## src/rtl/tct_pkg.sv

```systemverilog
`timescale 1ns / 1ps
`default_nettype none
// ----------------------------------------------------------------------------
// TCP connection tracker package
// Shared sizes, outcome codes and datapath command/status types.
// ----------------------------------------------------------------------------
package tct_pkg;
   localparam int MaxConnections = 64;
   localparam int IdxW = $clog2(MaxConnections);
   localparam int CntW = $clog2(MaxConnections + 1);

   localparam logic [15:0] EtherIpv4 = 16'h0800;
   localparam logic [7:0]  ProtoTcp  = 8'd6;

   localparam logic [2:0] OUT_IGNORED = 3'd0;
   localparam logic [2:0] OUT_NEW     = 3'd1;
   localparam logic [2:0] OUT_INIT    = 3'd2;
   localparam logic [2:0] OUT_RESP    = 3'd3;
   localparam logic [2:0] OUT_NOMATCH = 3'd4;
   localparam logic [2:0] OUT_FULL    = 3'd5;

   typedef struct packed {
      logic           load;      // capture input word
      logic           clear_wr;  // write zero entry at sweep index
      logic           scan_rd;   // issue a table read at scan index
      logic           create;    // write new entry
      logic           update;    // write updated counters for hit entry
      logic           finish;    // load the output register
   } cmd_type;

   typedef struct packed {
      logic           is_ipv4;
      logic           is_tcp;
      logic           is_syn;
      logic           full;
      logic           fwd_hit;
      logic           rev_hit;
      logic           scan_last; // scanned entry is the last used one
      logic           none_used;
      logic           sweep_done;
   } sts_type;

   function automatic logic [31:0] sat_add(input logic [31:0] a, input logic [31:0] b);
      logic [32:0] s;
      s = {1'b0, a} + {1'b0, b};
      return s[32] ? 32'hFFFF_FFFF : s[31:0];
   endfunction
endpackage
`default_nettype wire

```

## src/rtl/tct_control.sv

```systemverilog
`timescale 1ns / 1ps
`default_nettype none
// ----------------------------------------------------------------------------
// TCP connection tracker controller
// Sequences the clearing sweep, header capture, table scan and result hand-off.
// ----------------------------------------------------------------------------
module tct_control
   import tct_pkg::*;
(
   input  wire logic    clock,
   input  wire logic    reset,
   input  wire sts_type sts,
   output cmd_type      cmd,
   input  wire logic    req_tvalid,
   output logic         req_tready,
   output logic         rsp_tvalid,
   input  wire logic    rsp_tready
);
   localparam logic [2:0] S_CLEAR = 3'd0;
   localparam logic [2:0] S_IDLE  = 3'd1;
   localparam logic [2:0] S_DEC   = 3'd2;
   localparam logic [2:0] S_READ  = 3'd3;
   localparam logic [2:0] S_CMP   = 3'd4;

   logic [2:0] state_ff, state_in;
   logic       vld_ff, vld_in;

   // A new word is taken in idle once the result slot is empty or being emptied.
   assign req_tready = state_ff == S_IDLE && (!vld_ff || rsp_tready);
   assign rsp_tvalid = vld_ff;

   always_comb begin
      cmd      = '0;
      state_in = state_ff;
      vld_in   = vld_ff && !rsp_tready;
      unique case (state_ff)
         S_CLEAR: begin
            cmd.clear_wr = !sts.sweep_done;
            if (sts.sweep_done) state_in = S_IDLE;
         end
         S_IDLE: begin
            if (req_tvalid && req_tready) begin
               cmd.load = 1'b1;
               state_in = S_DEC;
            end
         end
         S_DEC: begin
            if (!sts.is_ipv4 || !sts.is_tcp || sts.is_syn || sts.none_used) begin
               cmd.create = sts.is_ipv4 && sts.is_tcp && sts.is_syn && !sts.full;
               cmd.finish = 1'b1;
               vld_in     = 1'b1;
               state_in   = S_IDLE;
            end else begin
               cmd.scan_rd = 1'b1;
               state_in    = S_CMP;
            end
         end
         S_READ: begin
            cmd.scan_rd = 1'b1;
            state_in    = S_CMP;
         end
         S_CMP: begin
            if (sts.fwd_hit || sts.rev_hit || sts.scan_last) begin
               cmd.update = sts.fwd_hit || sts.rev_hit;
               cmd.finish = 1'b1;
               vld_in     = 1'b1;
               state_in   = S_IDLE;
            end else begin
               state_in = S_READ;
            end
         end
         default: state_in = S_IDLE;
      endcase
   end

   always_ff @(posedge clock) begin
      if (reset) begin
         state_ff <= S_CLEAR;
         vld_ff   <= 1'b0;
      end else begin
         state_ff <= state_in;
         vld_ff   <= vld_in;
      end
   end
endmodule
`default_nettype wire

```

## config.mk

```make
export PLATFORM = sky130hd
export DESIGN_NAME = tct_control
export DESIGN_NICKNAME = d
export VERILOG_FILES = /design/src/rtl/tct_pkg.sv /design/src/rtl/tct_control.sv
export SDC_FILE = /design/constraint.sdc
export NUM_CORES = 1
export LEC_CHECK = 0
export ABC_CLOCK_PERIOD_IN_PS = 1800
export BUFFER_PORTS_ARGS = -buffer_cell sky130_fd_sc_hd__buf_2
export CELL_PAD_IN_SITES_DETAIL_PLACEMENT = 0
export CELL_PAD_IN_SITES_GLOBAL_PLACEMENT = 2
export CORE_MARGIN = 3
export CORE_UTILIZATION = 18
export DETAILED_ROUTE_END_ITERATION = 10
export HOLD_SLACK_MARGIN = 0.06
export PLACE_DENSITY = 0.78
export SETUP_SLACK_MARGIN = 0.1
export SYNTH_ARGS = -nofsm -noshare
export SYNTH_HDL_FRONTEND = slang
export SYNTH_SLANG_ARGS = --single-unit
```

## constraint.sdc

```tcl
create_clock -name clock -period 1.8 [get_ports clock]
set_clock_uncertainty 0.15 [all_clocks]
set_input_delay 0.36 -clock clock [delete_from_list [all_inputs] [get_ports clock]]
set_output_delay 0.36 -clock clock [all_outputs]
set_load 0.01 [all_outputs]
```

* Word-level counts from Yosys, hierarchy flattened
Cells that the tools add are included.
** Storage, ports and cells
- Register bits :: 4
- Latch bits :: 0
- Memory bits (writable) :: 0
- Memory bits (read-only) :: 0
- Input port bits :: 13
- Output and inout bits :: 8
- Logic and storage cells :: 47
- Memories :: 0
** Operators by class
- Add/sub/neg operators :: 0
- Multiply operators :: 0
- Div/mod/pow operators :: 0
- $lt $le $gt $ge :: 0
- Eq/ne operators :: 6
- Shift operators :: 0
- Muxes and demuxes :: 19
- Bitwise logic cells :: 0
- Reductions and logical operators :: 20
** Operator list (count)
- $pmux W3 S5 :: 1
- $mux W1 :: 10
- $mux W3 :: 3
- $eq A3 B2 Y1 const B :: 2
- $logic_and A1 B1 Y1 :: 6
- $logic_not A1 Y1 :: 6
- $logic_or A1 B1 Y1 :: 6
- $pmux W1 S2 :: 3
- $mux W2 :: 2
- $eq A3 B1 Y1 const B :: 1
- $eq A3 B3 Y1 const B :: 1
- $logic_not A3 Y1 :: 1
- $ne A2 B1 Y1 const B :: 1
- $ne A2 B2 Y1 const B :: 1
- $reduce_and A2 Y1 :: 1

* Depth between registers and ports, before layout
- Depth in word-level cells :: 6
- Mapped depth :: 3

* Worst setup path after synthesis
No wires, ideal clock.
- Path kind :: input to output
- Start :: in rsp_tready
- End :: out cmd[5] (netlist bit)
- Arrival :: 1233 ps
- Data required time :: 1290 ps
- Slack :: 57 ps
- Stages :: 3
- Path buffers :: 0
- Cell sequence :: nand2b_1 > nor4b_1 > and2_1
** RTL lines
- start, declared :: line tct_control.sv:17 : input wire logic rsp_tready
- end, declared :: line tct_control.sv:13 : output cmd_type cmd,

==> run summary <==
Final Max Slew Viols: 0
Rows: 13
final worst setup slack: 0.04151 ns
Die ar.: 1938 um^2
routability cong.: 0.7172
antenna violations before repair: 0
GRT Total Usage: 9.607%
slew margin rel.: 86.03%
total grt overflow: 0
Worst EP arrival: 1.25 ns
Synth Cell Area: 260.3 um^2
critical path class: flip-flop to output pin
critical path's largest stage delay: 0.35 ns
Root Buffer Master: clkbuf_4
status: finished, final reports clean
CP Data Required Time: 1.29 ns
largest net degree at the start of global routing: 7
Initial DRC Count: 0
Period minus WS final: 1.758 ns
CTS HTree Levels: 1
CTS max path bufs: 2
Routed WL per cell: 10.99 um
Fin. Hold Viols: 0
CP top delay family: simple AND/OR/NAND/NOR gates
FILL cells: 145
Yosys warning count: 0
pre-CTS setup slack: 0.06438 ns
area delta synth->final: 76.92%
WHS: 0.1881 ns
crit share post-route: 97.69%
Antenna Cells: 0
Final Setup Violations: 0
P per Cell Area: 592.3 nW/um^2
sw frac: 26.67%
sequential share of the synthesized area: 30.77%
io pins: 21
Netlist cell types: 20
logic gate share of total power: 23.3%
die height: 44.03 um
Static Leak: 0.2269 nW
Clock transition at path regs: 0.04 ns
CTS sink count: 4
cell-by-cell listing of the critical path: nand2b_4 > or3_4 > nand2_1 > buf_2
CP max-delay cell: dfxtp_4
Max Freq: 568.7 MHz
area of the multi-input gates: 202.7 um^2
first-pass GRT wire length: 1.331 mm
Post-DRT Antenna Nets: 0
Power Total: 0.0002727 W
Initial Utilization: 19.51%
Syn Area/Cell: 8.395 um^2
Max Cap Viol: 0
via-per-instance ratio: 4.778
Bufs and invs on worst path: 1
vias in the first global route: 328
RSZ-0062 raised after global routing: yes
Post-Syn Nets: 44
Placed Instances: 67
register bit count reported by yosys: 4
crit path launch type: flip-flop
crit-path max FO: 4
die width: 44.03 um
CTS Buf Count: 3
Tightest Pin Transition: 0.2076 ns
layout cells sized above 1: 63.16%
Sw Pwr: 0.00007273 W
nets@finish: 72
Int Pwr: 0.0002000 W
drc violations: 0
CP endpoint kind: output pin
Seq pwr share: 35.9%
FF/Latch Area: 86.33 um^2
vias: 344
power share of the clock group: 40.9%
VDD IR-drop max: 0.3202 mV
core area: 1334 um^2
IO buf count: 20
fin cells: 72
total wire length: 791 um
HP Class: input pin to flip-flop
drt first pass iters: 1
Skew-Pair Late Insertion Delay: 0.23 ns
TritonCTS clock tree: yes
final core occ: 34.52%
Syn Inst Count: 31
[routing by layer]
layer	wire, um	up-vias	part of all wire (%)	GRT usage [%]
li1	-	173	-	-
met1	345	153	44	10.34
met2	361	18	46	14.83
met3	85	0	11	6.504
met4	0	0	0	3.614
met5	0	-	0	0
[synth_stat cells]
| cell | number | share of area (%) |
|---|---|---|
| a21oi_1 | 1 | 1.9 |
| nand2b_1 | 1 | 2.4 |
| a211o_2 | 1 | 3.8 |
| o211a_1 | 1 | 3.8 |
| nor2_1 | 3 | 4.3 |
| nor4b_1 | 1 | 3.4 |
| nand4b_1 | 1 | 3.4 |
| nand3_1 | 1 | 1.9 |
| dfxtp_1 | 4 | 31 |
| nor4_1 | 2 | 4.8 |
| nand2b_4 | 1 | 5.3 |
| a211oi_1 | 1 | 2.9 |
| and4bb_4 | 1 | 6.3 |
| inv_1 | 1 | 1.4 |
| and2_1 | 1 | 2.4 |
| or3_1 | 1 | 2.4 |
| a31oi_1 | 2 | 4.8 |
| nand2_1 | 3 | 4.3 |
| nor3_1 | 2 | 3.8 |
| nand3b_1 | 2 | 5.8 |
[final timing paths]
path / start / endpoint / slack, ns / depth (start not counted)
worst min-delay path: reset / state_ff[0] / 0.19 / 2
worst min register to register: state_ff[0] / state_ff[1] / 0.38 / 2
worst max-delay path: state_ff[2] / cmd[0] / 0.04 / 4
worst max register to register: state_ff[2] / rsp_tvalid / 0.59 / 3
[metrics by stage]
step,TNS [ns],area (um^2)
after floorplan,0,266.5
after CTS,0,454.2
after detailed placement,0,392.9
final,0,460.4
after global placement,0,392.9
after global routing,-0.02071,460.4
[power by group through the flow]
stage               combinational [W]  clock [W]  sequential, W
floorplan                   0.0000283          0      0.0000994
global placement            0.0000573          0      0.0000993
detailed placement          0.0000574          0      0.0000992
CTS                         0.0000632   0.000119      0.0000977
global route                0.0000699   0.000129      0.0000982
finish                      0.0000634   0.000112      0.0000978
[layout by cell type, fill, tap and decap left out, types with 2 or more instances in the layout]
master     n
a31oi_1    2
buf_2     20
buf_4      2
clkbuf_4   3
dfxtp_2    2
nand2_1    3
nand3b_1   2
nor2_1     3
nor3_1     2
[state kept, by name, summed over array words and instances, names as in the netlist]
signal and cells:
state_ff 3, rsp_tvalid 1
[what timing repair did]
action                     in CTS  in global routing
pin swaps                       2                  1
setup buffers                   2                  0
resized for setup               8                  1
hold buffers                    0                  0
setup endpoints to repair       5                  5
[final cells by class]
cell class | instances | area share, %
timing repair buffer | 23 | 27.45
sequential | 4 | 18.75
inverter | 1 | 0.8152
multi-input combinational | 26 | 44.02
tap | 15 | 4.076
clock buffer | 3 | 4.891
[logic make-up (layout without fill, tap and decap cells)]
group / count (synthesis) / after routing / synth area share [%]
AOI/OAI and AO/OA: 6 / 6 / 17.31
and+or+nand+nor: 20 / 20 / 50.48
DFF: 4 / 4 / 30.77
buffers and inverters: 1 / 27 / 1.441
No activity file was read; power rests on OpenSTA's default activity.
